## src/design/gdc_pkg.sv

```systemverilog
// gdc_pkg: shared constants of the gesture direction classifier
`timescale 1ns / 1ps

package gdc_pkg;

    localparam int CHAN_W  = 8;
    localparam int CODE_W  = 3;
    localparam int REQ_W   = 2;
    localparam int ADDR_W  = 4;
    localparam int DATA_W  = 32;

    localparam logic [CHAN_W-1:0] LOW_LIMIT_RESET  = 8'd10;
    localparam logic [CHAN_W-1:0] HIGH_LIMIT_RESET = 8'd240;
    localparam logic [CHAN_W-1:0] THRESHOLD_RESET  = 8'd10;

    localparam logic [6:0] RATIO_SCALE = 7'd100;

    // request types
    localparam logic [REQ_W-1:0] REQ_SAMPLE      = 2'd0;
    localparam logic [REQ_W-1:0] REQ_NO_IRQ      = 2'd1;
    localparam logic [REQ_W-1:0] REQ_FIFO_INVAL  = 2'd2;
    localparam logic [REQ_W-1:0] REQ_FIFO_EMPTY  = 2'd3;

    // gesture codes
    localparam logic [CODE_W-1:0] CODE_NONE    = 3'd0;
    localparam logic [CODE_W-1:0] CODE_UP      = 3'd1;
    localparam logic [CODE_W-1:0] CODE_DOWN    = 3'd2;
    localparam logic [CODE_W-1:0] CODE_LEFT    = 3'd3;
    localparam logic [CODE_W-1:0] CODE_RIGHT   = 3'd4;
    localparam logic [CODE_W-1:0] CODE_INVALID = 3'd5;
    localparam logic [CODE_W-1:0] CODE_EMPTY   = 3'd6;

    // register indexes
    localparam logic [1:0] REG_LOW_LIMIT  = 2'd0;
    localparam logic [1:0] REG_HIGH_LIMIT = 2'd1;
    localparam logic [1:0] REG_THRESHOLD  = 2'd2;

    typedef logic signed [7:0] ratio_t;

endpackage

```

## src/design/gesture_direction_classifier.sv

```systemverilog
// gesture_direction_classifier: sample qualification, shared ratio divider, direction decision
//
// Input channel (s_valid/s_ready) takes one word per session step: a status event
// (req_type nonzero) or a four-channel sample, the final one flagged by last_sample.
// Result channel (m_valid/m_ready) gives one gesture code per status event and per
// final sample; samples that are not final give nothing.
// Status events and final samples without two valid samples answer in the cycle after
// acceptance. A final sample with a first and a latest valid sample runs four
// ratio divisions on one shared restoring divider, each an operand load followed by
// seven quotient-bit steps; s_ready is low from acceptance until the result is
// registered. Non-final samples are taken one per cycle while the output register is free.
// The result sits in an output register; while it is not taken, s_ready stays low
// and a finished computation waits in its last step.
// Reset (aresetn low, synchronous) clears the session, empties the output register
// and loads the limit and threshold registers with 10, 240 and 10.
// The APB port holds sample_low_limit at 0x0, sample_high_limit at 0x4 and
// direction_threshold at 0x8; pready is always high.
`timescale 1ns / 1ps

module gesture_direction_classifier (
    input  logic                          aclk,
    input  logic                          aresetn,
    input  logic                          s_valid,
    output logic                          s_ready,
    input  logic [gdc_pkg::REQ_W-1:0]     s_req_type,
    input  logic [gdc_pkg::CHAN_W-1:0]    s_chan_up,
    input  logic [gdc_pkg::CHAN_W-1:0]    s_chan_down,
    input  logic [gdc_pkg::CHAN_W-1:0]    s_chan_left,
    input  logic [gdc_pkg::CHAN_W-1:0]    s_chan_right,
    input  logic                          s_last_sample,
    output logic                          m_valid,
    input  logic                          m_ready,
    output logic [gdc_pkg::CODE_W-1:0]    m_gesture_code,
    input  logic                          psel,
    input  logic                          penable,
    input  logic                          pwrite,
    input  logic [gdc_pkg::ADDR_W-1:0]    paddr,
    input  logic [gdc_pkg::DATA_W-1:0]    pwdata,
    output logic [gdc_pkg::DATA_W-1:0]    prdata,
    output logic                          pready
);

    import gdc_pkg::*;

    localparam logic [1:0] ST_IDLE = 2'd0;
    localparam logic [1:0] ST_LOAD = 2'd1;
    localparam logic [1:0] ST_DIV  = 2'd2;
    localparam logic [1:0] ST_DONE = 2'd3;

    localparam logic [2:0] DIV_TOP = 3'd6;

    logic [CHAN_W-1:0] low_reg, high_reg, thr_reg;
    logic [31:0]       first_reg, first_next;
    logic [31:0]       latest_reg, latest_next;
    logic              first_seen_reg, first_seen_next;
    logic              latest_seen_reg, latest_seen_next;
    logic [1:0]        state_reg, state_next;
    logic [1:0]        pair_reg, pair_next;
    logic [2:0]        cnt_reg, cnt_next;
    logic [14:0]       rem_reg, rem_next;
    logic [8:0]        div_reg, div_next;
    logic [6:0]        quo_reg, quo_next;
    logic              neg_reg, neg_next;
    logic              zero_reg, zero_next;
    ratio_t            ratio_reg [4];
    ratio_t            ratio_next [4];
    logic              out_valid_reg, out_valid_next;
    logic [CODE_W-1:0] out_code_reg, out_code_next;

    logic              cfg_we;
    logic              accept;
    logic              out_free;
    logic              sample_ok;
    logic [31:0]       packed_in;
    logic [31:0]       pair_word;
    logic [CHAN_W-1:0] op_a, op_b, op_mag;
    logic [15:0]       trial;
    logic              ge;
    logic [6:0]        quo_final;
    ratio_t            ratio_val;
    logic signed [9:0] dud, dlr, thr_s;
    logic [CODE_W-1:0] calc_code;

    function automatic logic chan_ok(input logic [CHAN_W-1:0] v,
                                     input logic [CHAN_W-1:0] lo,
                                     input logic [CHAN_W-1:0] hi);
        return (v > lo) && (v < hi);
    endfunction

    assign pready   = 1'b1;
    assign cfg_we   = psel && penable && pwrite;
    assign out_free = !out_valid_reg || m_ready;
    assign s_ready  = (state_reg == ST_IDLE) && out_free;
    assign accept   = s_valid && s_ready;
    assign m_valid  = out_valid_reg;
    assign m_gesture_code = out_code_reg;

    always_comb begin
        unique case (paddr[3:2])
            REG_LOW_LIMIT:  prdata = {24'd0, low_reg};
            REG_HIGH_LIMIT: prdata = {24'd0, high_reg};
            REG_THRESHOLD:  prdata = {24'd0, thr_reg};
            default:        prdata = '0;
        endcase
    end

    always_ff @(posedge aclk) begin
        if (!aresetn) begin
            low_reg  <= LOW_LIMIT_RESET;
            high_reg <= HIGH_LIMIT_RESET;
            thr_reg  <= THRESHOLD_RESET;
        end else if (cfg_we) begin
            unique case (paddr[3:2])
                REG_LOW_LIMIT:  low_reg  <= pwdata[CHAN_W-1:0];
                REG_HIGH_LIMIT: high_reg <= pwdata[CHAN_W-1:0];
                REG_THRESHOLD:  thr_reg  <= pwdata[CHAN_W-1:0];
                default: ;
            endcase
        end
    end

    assign sample_ok = chan_ok(s_chan_up, low_reg, high_reg)
                    && chan_ok(s_chan_down, low_reg, high_reg)
                    && chan_ok(s_chan_left, low_reg, high_reg)
                    && chan_ok(s_chan_right, low_reg, high_reg);
    assign packed_in = {s_chan_right, s_chan_left, s_chan_down, s_chan_up};

    // pairs 0/1 from the first sample, 2/3 from the latest
    assign pair_word = pair_reg[1] ? latest_reg : first_reg;
    assign op_a   = pair_reg[0] ? pair_word[23:16] : pair_word[7:0];
    assign op_b   = pair_reg[0] ? pair_word[31:24] : pair_word[15:8];
    assign op_mag = (op_a >= op_b) ? (op_a - op_b) : (op_b - op_a);

    // one restoring step per cycle
    assign trial     = {7'd0, div_reg} << cnt_reg;
    assign ge        = {1'b0, rem_reg} >= trial;
    assign quo_final = quo_reg | (7'(ge) << cnt_reg);
    assign ratio_val = zero_reg ? ratio_t'(0)
                     : neg_reg ? -ratio_t'({1'b0, quo_final})
                     : ratio_t'({1'b0, quo_final});

    assign dud   = 10'(ratio_reg[2]) - 10'(ratio_reg[0]);
    assign dlr   = 10'(ratio_reg[3]) - 10'(ratio_reg[1]);
    assign thr_s = signed'({2'b00, thr_reg});

    always_comb begin
        priority if (dud > dlr && dud > thr_s) begin
            calc_code = CODE_UP;
        end else if (dud > dlr && dud < -thr_s) begin
            calc_code = CODE_DOWN;
        end else if (dud < dlr && dlr > thr_s) begin
            calc_code = CODE_LEFT;
        end else if (dud < dlr && dlr < -thr_s) begin
            calc_code = CODE_RIGHT;
        end else begin
            calc_code = CODE_INVALID;
        end
    end

    always_comb begin
        first_next       = first_reg;
        latest_next      = latest_reg;
        first_seen_next  = first_seen_reg;
        latest_seen_next = latest_seen_reg;
        state_next       = state_reg;
        pair_next        = pair_reg;
        cnt_next         = cnt_reg;
        rem_next         = rem_reg;
        div_next         = div_reg;
        quo_next         = quo_reg;
        neg_next         = neg_reg;
        zero_next        = zero_reg;
        ratio_next       = ratio_reg;
        out_valid_next   = out_valid_reg && !m_ready;
        out_code_next    = out_code_reg;

        unique case (state_reg)
            ST_IDLE: begin
                if (accept) begin
                    if (s_req_type != REQ_SAMPLE) begin
                        out_valid_next   = 1'b1;
                        out_code_next    = (s_req_type == REQ_NO_IRQ) ? CODE_NONE
                                         : (s_req_type == REQ_FIFO_INVAL) ? CODE_INVALID
                                         : CODE_EMPTY;
                        first_seen_next  = 1'b0;
                        latest_seen_next = 1'b0;
                    end else begin
                        if (sample_ok) begin
                            if (!first_seen_reg) begin
                                first_next      = packed_in;
                                first_seen_next = 1'b1;
                            end else begin
                                latest_next      = packed_in;
                                latest_seen_next = 1'b1;
                            end
                        end
                        if (s_last_sample) begin
                            if (first_seen_next && latest_seen_next) begin
                                state_next = ST_LOAD;
                                pair_next  = 2'd0;
                            end else begin
                                out_valid_next   = 1'b1;
                                out_code_next    = CODE_NONE;
                                first_seen_next  = 1'b0;
                                latest_seen_next = 1'b0;
                            end
                        end
                    end
                end
            end
            ST_LOAD: begin
                rem_next   = 15'(op_mag) * 15'(RATIO_SCALE);
                div_next   = 9'(op_a) + 9'(op_b);
                neg_next   = op_a < op_b;
                zero_next  = (op_a == '0) && (op_b == '0);
                quo_next   = '0;
                cnt_next   = DIV_TOP;
                state_next = ST_DIV;
            end
            ST_DIV: begin
                rem_next = ge ? (rem_reg - trial[14:0]) : rem_reg;
                quo_next = quo_final;
                if (cnt_reg == '0) begin
                    ratio_next[pair_reg] = ratio_val;
                    if (pair_reg == 2'd3) begin
                        state_next = ST_DONE;
                    end else begin
                        pair_next  = pair_reg + 2'd1;
                        state_next = ST_LOAD;
                    end
                end else begin
                    cnt_next = cnt_reg - 3'd1;
                end
            end
            ST_DONE: begin
                if (out_free) begin
                    out_valid_next   = 1'b1;
                    out_code_next    = calc_code;
                    first_seen_next  = 1'b0;
                    latest_seen_next = 1'b0;
                    state_next       = ST_IDLE;
                end
            end
            default: state_next = ST_IDLE;
        endcase
    end

    always_ff @(posedge aclk) begin
        if (!aresetn) begin
            state_reg       <= ST_IDLE;
            first_seen_reg  <= 1'b0;
            latest_seen_reg <= 1'b0;
            out_valid_reg   <= 1'b0;
        end else begin
            state_reg       <= state_next;
            first_seen_reg  <= first_seen_next;
            latest_seen_reg <= latest_seen_next;
            out_valid_reg   <= out_valid_next;
        end
    end

    always_ff @(posedge aclk) begin
        first_reg    <= first_next;
        latest_reg   <= latest_next;
        pair_reg     <= pair_next;
        cnt_reg      <= cnt_next;
        rem_reg      <= rem_next;
        div_reg      <= div_next;
        quo_reg      <= quo_next;
        neg_reg      <= neg_next;
        zero_reg     <= zero_next;
        ratio_reg    <= ratio_next;
        out_code_reg <= out_code_next;
    end

endmodule
```

## config.mk

```make
export PLATFORM = sky130hd
export DESIGN_NAME = gesture_direction_classifier
export DESIGN_NICKNAME = d
export VERILOG_FILES = /design/src/design/gdc_pkg.sv /design/src/design/gesture_direction_classifier.sv
export SDC_FILE = /design/constraint.sdc
export NUM_CORES = 1
export LEC_CHECK = 0
export BUFFER_PORTS_ARGS = -buffer_cell sky130_fd_sc_hd__buf_2
export CORE_AREA = 5 5 151 153
export DETAILED_ROUTE_END_ITERATION = 8
export DIE_AREA = 0 0 156 158
export PLACE_DENSITY = 0.81
export SLEW_MARGIN = 0
export SYNTH_ARGS = -nofsm -noshare
export SYNTH_HDL_FRONTEND = slang
export SYNTH_SLANG_ARGS = --single-unit
```

## constraint.sdc

```tcl
create_clock -name aclk -period 8.2 [get_ports aclk]
set_input_delay 0.41 -clock aclk [delete_from_list [all_inputs] [get_ports aclk]]
set_output_delay 0.41 -clock aclk [all_outputs]
set_load 0.02 [all_outputs]
```

-- Yosys cells after proc, flatten, opt, wreduce, memory -nomap -nowiden
Cells that the tools add are included.
- logic and storage cells: 187
- input bits: 78
- output and inout bits: 38
- flip-flop bits (word level): 166
- bitwise gates (word level): 4
- multiplexer cells: 68
- multipliers: 1
- order comparisons: 19
- shift operators: 2
- equality and inequality tests: 19
- reductions and logical operators: 43
- $add $sub $neg: 10
- operators by type and width (operator ; number):
    8-bit 2-to-1 mux ; 6
    8-bit < comparator ; 5
    32-bit bitwise mux ; 1
    8-bit greater-than comparator ; 4
    32-bit 2-to-1 mux ; 1
    3-bit 2-to-1 mux ; 10
    15-bit one-hot mux with 2 select lines ; 1
    2-bit 2-to-1 mux ; 14
    9-bit greater-than comparator ; 3
    1-bit 2-to-1 mux ; 24
    8-bit one-hot mux with 3 select lines ; 1
    9-bit by 10-bit < comparator with 1-bit output ; 2
    1-bit logical AND ; 19
    8-bit by 8-bit subtractor with 9-bit output ; 2
    8-bit demux with 2-bit select ; 1
    15-bit by 16-bit greater-or-equal comparator with 1-bit output ; 1
    8-bit logical NOT ; 2
    2-bit inequality test, second input constant ; 8
    9-bit by 3-bit << shifter with 16-bit output ; 1
    8-bit subtractor ; 2
    15-bit 2-to-1 mux ; 1
    5-bit AND reduction ; 3
    15-bit subtractor ; 1
    7-bit one-hot mux with 2 select lines ; 1
    32 further kinds ; 52

-- Depth between registers and ports, before layout
- word-level depth: 15
- depth in mapped cells: 27
- depth with buffers taken out: 25

-- Worst setup path before layout
No wires, ideal clock.
- kind: register to register
- start point: register pair_reg[1]
- end point: register rem_reg[14] (data pin)
- stages on the path, launching flop included: 27
- library setup time: 256 ps
- period minus slack after synthesis: 6476 ps
- data required time: 7944 ps
- arrival time: 6220 ps
- setup slack: 1724 ps
- path buffers: 4
- cells stage by stage: edfxtp_1 -> clkbuf_1 -> buf_1 -> mux4_2 -> ha_1 -> clkbuf_1 -> a21oi_1 -> o21a_1 -> o21ai_1 -> buf_2 -> mux2i_1 -> nor2b_1 -> xnor2_1 -> ha_1 -> ha_1 -> inv_1 -> fa_1 -> inv_1 -> ha_1 -> a21o_1 -> a21oi_1 -> o21bai_1 -> a21oi_1 -> o21ai_0 -> xnor2_1 -> nor2_1 -> a31o_2
- cells in the longest elaborated chain, start to end: 6
- elaborated cells between the ends (all ways): 9
- those cells by class: 2 x add/sub; 1 x mul; 1 x order compare; 5 x mux
- RTL lines (item ; line ; RTL):
    from (decl) ; gesture_direction_classifier.sv:58 ; logic [1:0] pair_reg, pair_next;
    from (signal assigned) ; gesture_direction_classifier.sv:265 ; pair_reg <= pair_next;
    32-bit 2-to-1 mux (*) ; gesture_direction_classifier.sv:129 ; assign pair_word = pair_reg[1] ? latest_reg : first_reg;
    8-bit 2-to-1 mux, on equally long branches ; gesture_direction_classifier.sv:131, gesture_direction_classifier.sv:130 ;
    8-bit subtractor or 8-bit greater-or-equal comparator (tied branches) ; gesture_direction_classifier.sv:132 ; assign op_mag = (op_a >= op_b) ? (op_a - op_b) : (op_b - op_a);
    8-bit 2-to-1 mux (*) ; gesture_direction_classifier.sv:132 ;
    8-bit by 5-bit multiplier with 13-bit output (*) ; gesture_direction_classifier.sv:212 ; rem_next = 15'(op_mag) * 15'(RATIO_SCALE);
    15-bit one-hot mux with 2 select lines (*) ; gesture_direction_classifier.sv:177 ; unique case (state_reg)
    via rem_next[14] ; gesture_direction_classifier.sv:60 ; logic [14:0] rem_reg, rem_next;
    to (signal assigned) ; gesture_direction_classifier.sv:267 ; rem_reg <= rem_next;
    to (decl) ; gesture_direction_classifier.sv:60 ;
The timed path passes the listed nets; every way through them passes the cells marked *.
A chain may end at the register's enable or synchronous reset.

-- Final worst setup path
Ends and elaborated chain as after synthesis.

==> metrics.md <==
| Metric | Value |
|---|---|
| CP Capture Type | `register` |
| Tmin final | `7120 ps` |
| Yosys cell types | `70` |
| Ports | `116` |
| WL final | `28700 um` |
| Post-synth EDFFs | `137` |
| Avg Cell Area, Syn | `10.3 sq um` |
| Worst EP arrival | `7320 ps` |
| Leak | `5.82 nW` |
| WP buf/inv | `2` |
| Pin count of the biggest net entering global routing | `33` |
| Number of global-route vias before repair | `9403` |
| Port Buf Inserts | `64` |
| CTS Buffer Depth | `2` |
| Sw frac | `0.257` |
| Clock slew at reported path FFs | `70 ps` |
| Number of routed nets with antenna violations | `0` |
| Synth async-reset ratio | `0` |
| Total Routing Usage GR | `0.235` |
| Sequential share of power | `0.476` |
| Yosys warns | `0` |
| Power per Cell Area | `142 nW/um^2` |
| Top-area cell type share of the netlist area | `0.330` |
| Initial DRC Count | `635` |
| Die Height | `158 um` |
| Worst Tran Pin Value | `976 ps` |
| Final Max Slew Viols | `0` |
| Via Count | `9304` |
| CTS tree | `built` |
| Fmax | `140 MHz` |
| Final #Nets | `1552` |
| HP Class | `in -> reg` |
| DP Worst Slack | `1130 ps` |
| Critical path cell sequence | `buf_4, mux4_2, ha_1, nand4_1, o21ai_1, mux2_2, or3b_1, a31o_2, xor2_1, ha_1, ha_1, ha_1, ha_1, inv_1, o21bai_1, a21oi_1, o21ai_0, xnor2_1, nor2_1, a31o_2` |
| WHS | `216 ps` |
| Antenna cells | `0` |
| Met2 Usage GRT | `0.402` |
| Share of post-route cells with drive strength above 1 | `0.114` |
| Wire length per cell | `18.4 um` |
| Status | `completed` |
| Final RePlAce weighted congestion | `0.954` |
| Detailed-router iteration count before antenna repair | `7` |
| Tcrit/Tclk final | `0.869` |
| Peak fanout along the critical path | `16` |
| Post-route setup slack | `1080 ps` |
| CTS Sinks | `166` |
| Post-synthesis cell area | `12500 sq um` |
| CTS Buf Count | `17` |
| Crit Path Category | `reg -> reg` |
| Clock power frac | `0.416` |
| RSZ-0062 raised after global routing | `no` |
| Average vias per placed instance | `5.96` |
| Most used cell, CP | `ha_1` |
| Die area | `24600 sq um` |
| Synthesized flop and latch total | `166` |
| Setup Buffers After CTS | `0` |
| CTS HTree Levels | `4` |
| Met1 usage | `0.290` |
| Logic pwr share | `0.108` |
| Synth Instances | `1208` |
| Critical path data required time | `8390 ps` |
| Final setup fails | `0` |
| Max IR drop VDD | `0.151 mV` |
| Net Sw Power | `0.000496 W` |
| # DRC | `0` |
| Largest stage delay, worst path | `990 ps` |
| First-pass GRT wire length | `46000 um` |
| Post-Route Skew | `14.9 ps` |
| CTS-repair resized insts | `0` |
| Internal power | `0.00143 W` |
| Ranking of synthesized cells by area | `edfxtp_1 33%, ha_1 20%, dfxtp_1 4.7%` |
| Final hold vios | `0` |
| Root Driver | `clkbuf_16` |
| Seq/Total Area, Yosys | `0.377` |
| Final HPWL DP | `22300 um` |
| Dominant cell type by area after synthesis | `edfxtp_1` |
| Main synth FF type | `edfxtp_1` |
| # rows | `54` |
| Setup_tns | `0 ps` |
| Total grt overflow | `0` |
| Rel. slew slack | `0.349` |
| Die extent in x | `156 um` |
| Crit path max-delay cell type | `edfxtp_1` |
| Top delay family on crit path | `compound AO/OA/AOI/OAI gates` |
| Clk_lat worst skew | `440 ps` |
| # hold bufs at CTS | `0` |
| GRT busiest layer | `met2` |
| Startpoint Class | `register` |
| Core area | `21400 sq um` |
| Antenna violations before repair | `1` |
| Area Overhead vs Synth | `8.88%` |
| Starting Density | `0.582` |
| Met3 Track Usage GR | `0.0473` |
| Max_cap viols | `0` |
## cell usage in the layout, fill, tap and decap left out, types with 7 or more instances in the layout
master,synthesis,final
clkbuf_16,0,17
nand2_1,58,58
nor3_1,24,24
o211ai_1,10,10
nand4_1,23,23
nor2_1,88,86
xnor2_1,37,37
a211oi_1,7,7
buf_4,25,8
edfxtp_1,137,137
nor2b_1,23,23
o21a_1,13,13
nand2b_1,11,11
xor2_1,17,17
ha_1,197,197
mux2i_1,41,41
dfxtp_1,29,29
conb_1,2,25
fa_1,9,9
o21ai_0,56,55
a21oi_1,87,87
nor4_1,7,7
mux4_2,17,17
a21o_1,17,17
buf_2,3,64
inv_1,116,116
o21bai_1,13,13
mux2_2,9,9
nand3_1,18,18
## path summary, 6_finish.rpt
| kind | from | end | slack, ps | depth (start not counted) |
|---|---|---|---|---|
| worst max-delay path | pair_reg[1] | rem_reg[14] | 1080 | 20 |
| worst min-delay path | s_chan_left[0] | latest_reg[16] | 220 | 1 |
| worst max register to register | pair_reg[1] | rem_reg[14] | 1080 | 20 |
| worst min register to register | high_reg[7] | high_reg[7] | 520 | 2 |
## worst reg2reg max path, delay by kind of cell, from the launching register on
kind	cells	cell delay, ps
mux	2	980
buf+inv	2	360
fa+ha+maj	5	1710
compound gates	6	1750
simple gates	3	650
flops	1	990
xor+xnor	2	440
## stage by stage
stage                     power (W)  utilization  std cells  instance area (sq um)
after floorplan             0.00109            -       1231                  12600
after global placement      0.00113        0.606       1529                  13000
after detailed placement    0.00114        0.606       1529                  13000
after CTS                   0.00193        0.634       1561                  13600
after global routing        0.00200        0.634       1561                  13600
final                       0.00193        0.634       1561                  13600
## per-layer routing
metal,share of wire,vias to the layer above
li1,-,4476
met1,0.42,4414
met2,0.49,331
met3,0.056,81
met4,0.037,2
met5,0.00024,-
## logic make-up after synthesis
kind of cell               synth area share
muxes                                0.0718
adders and majority gates             0.214
AOI/OAI and AO/OA                     0.126
xor gates and xnor gates             0.0379
other                              0.000602
buffers and inverters                0.0596
DFF                                   0.377
and+or+nand+nor                       0.113
## cells in the mapped netlist, types with 18 or more instances
cell	count
inv_1	116
xnor2_1	37
nor2_1	88
nor3_1	24
dfxtp_1	29
o21ai_0	56
nand2_1	58
nand3_1	18
nand4_1	23
clkbuf_1	20
buf_4	25
mux2i_1	41
a21oi_1	87
edfxtp_1	137
nor2b_1	23
ha_1	197
## final cells by class
| cell class | instances | area (sq um) |
|---|---|---|
| inverters | 118 | 443 |
| fillers | 1638 | 7850 |
| clock buffers | 18 | 429 |
| well taps | 280 | 350 |
| multi-input cells | 893 | 7120 |
| clock inverters | 14 | 156 |
| flip-flops and latches | 166 | 4690 |
| repair buffers | 72 | 380 |
## power by group through the flow
| stage | sequential (W) | combinational [W] | clock (W) |
|---|---|---|---|
| floorplan | 0.000939 | 0.000149 | 0 |
| global placement | 0.000937 | 0.000195 | 0 |
| detailed placement | 0.000938 | 0.000205 | 0 |
| CTS | 0.000919 | 0.000207 | 0.000808 |
| global route | 0.000919 | 0.000233 | 0.000850 |
| finish | 0.000919 | 0.000208 | 0.000804 |
(Power assumes the default switching activity.)
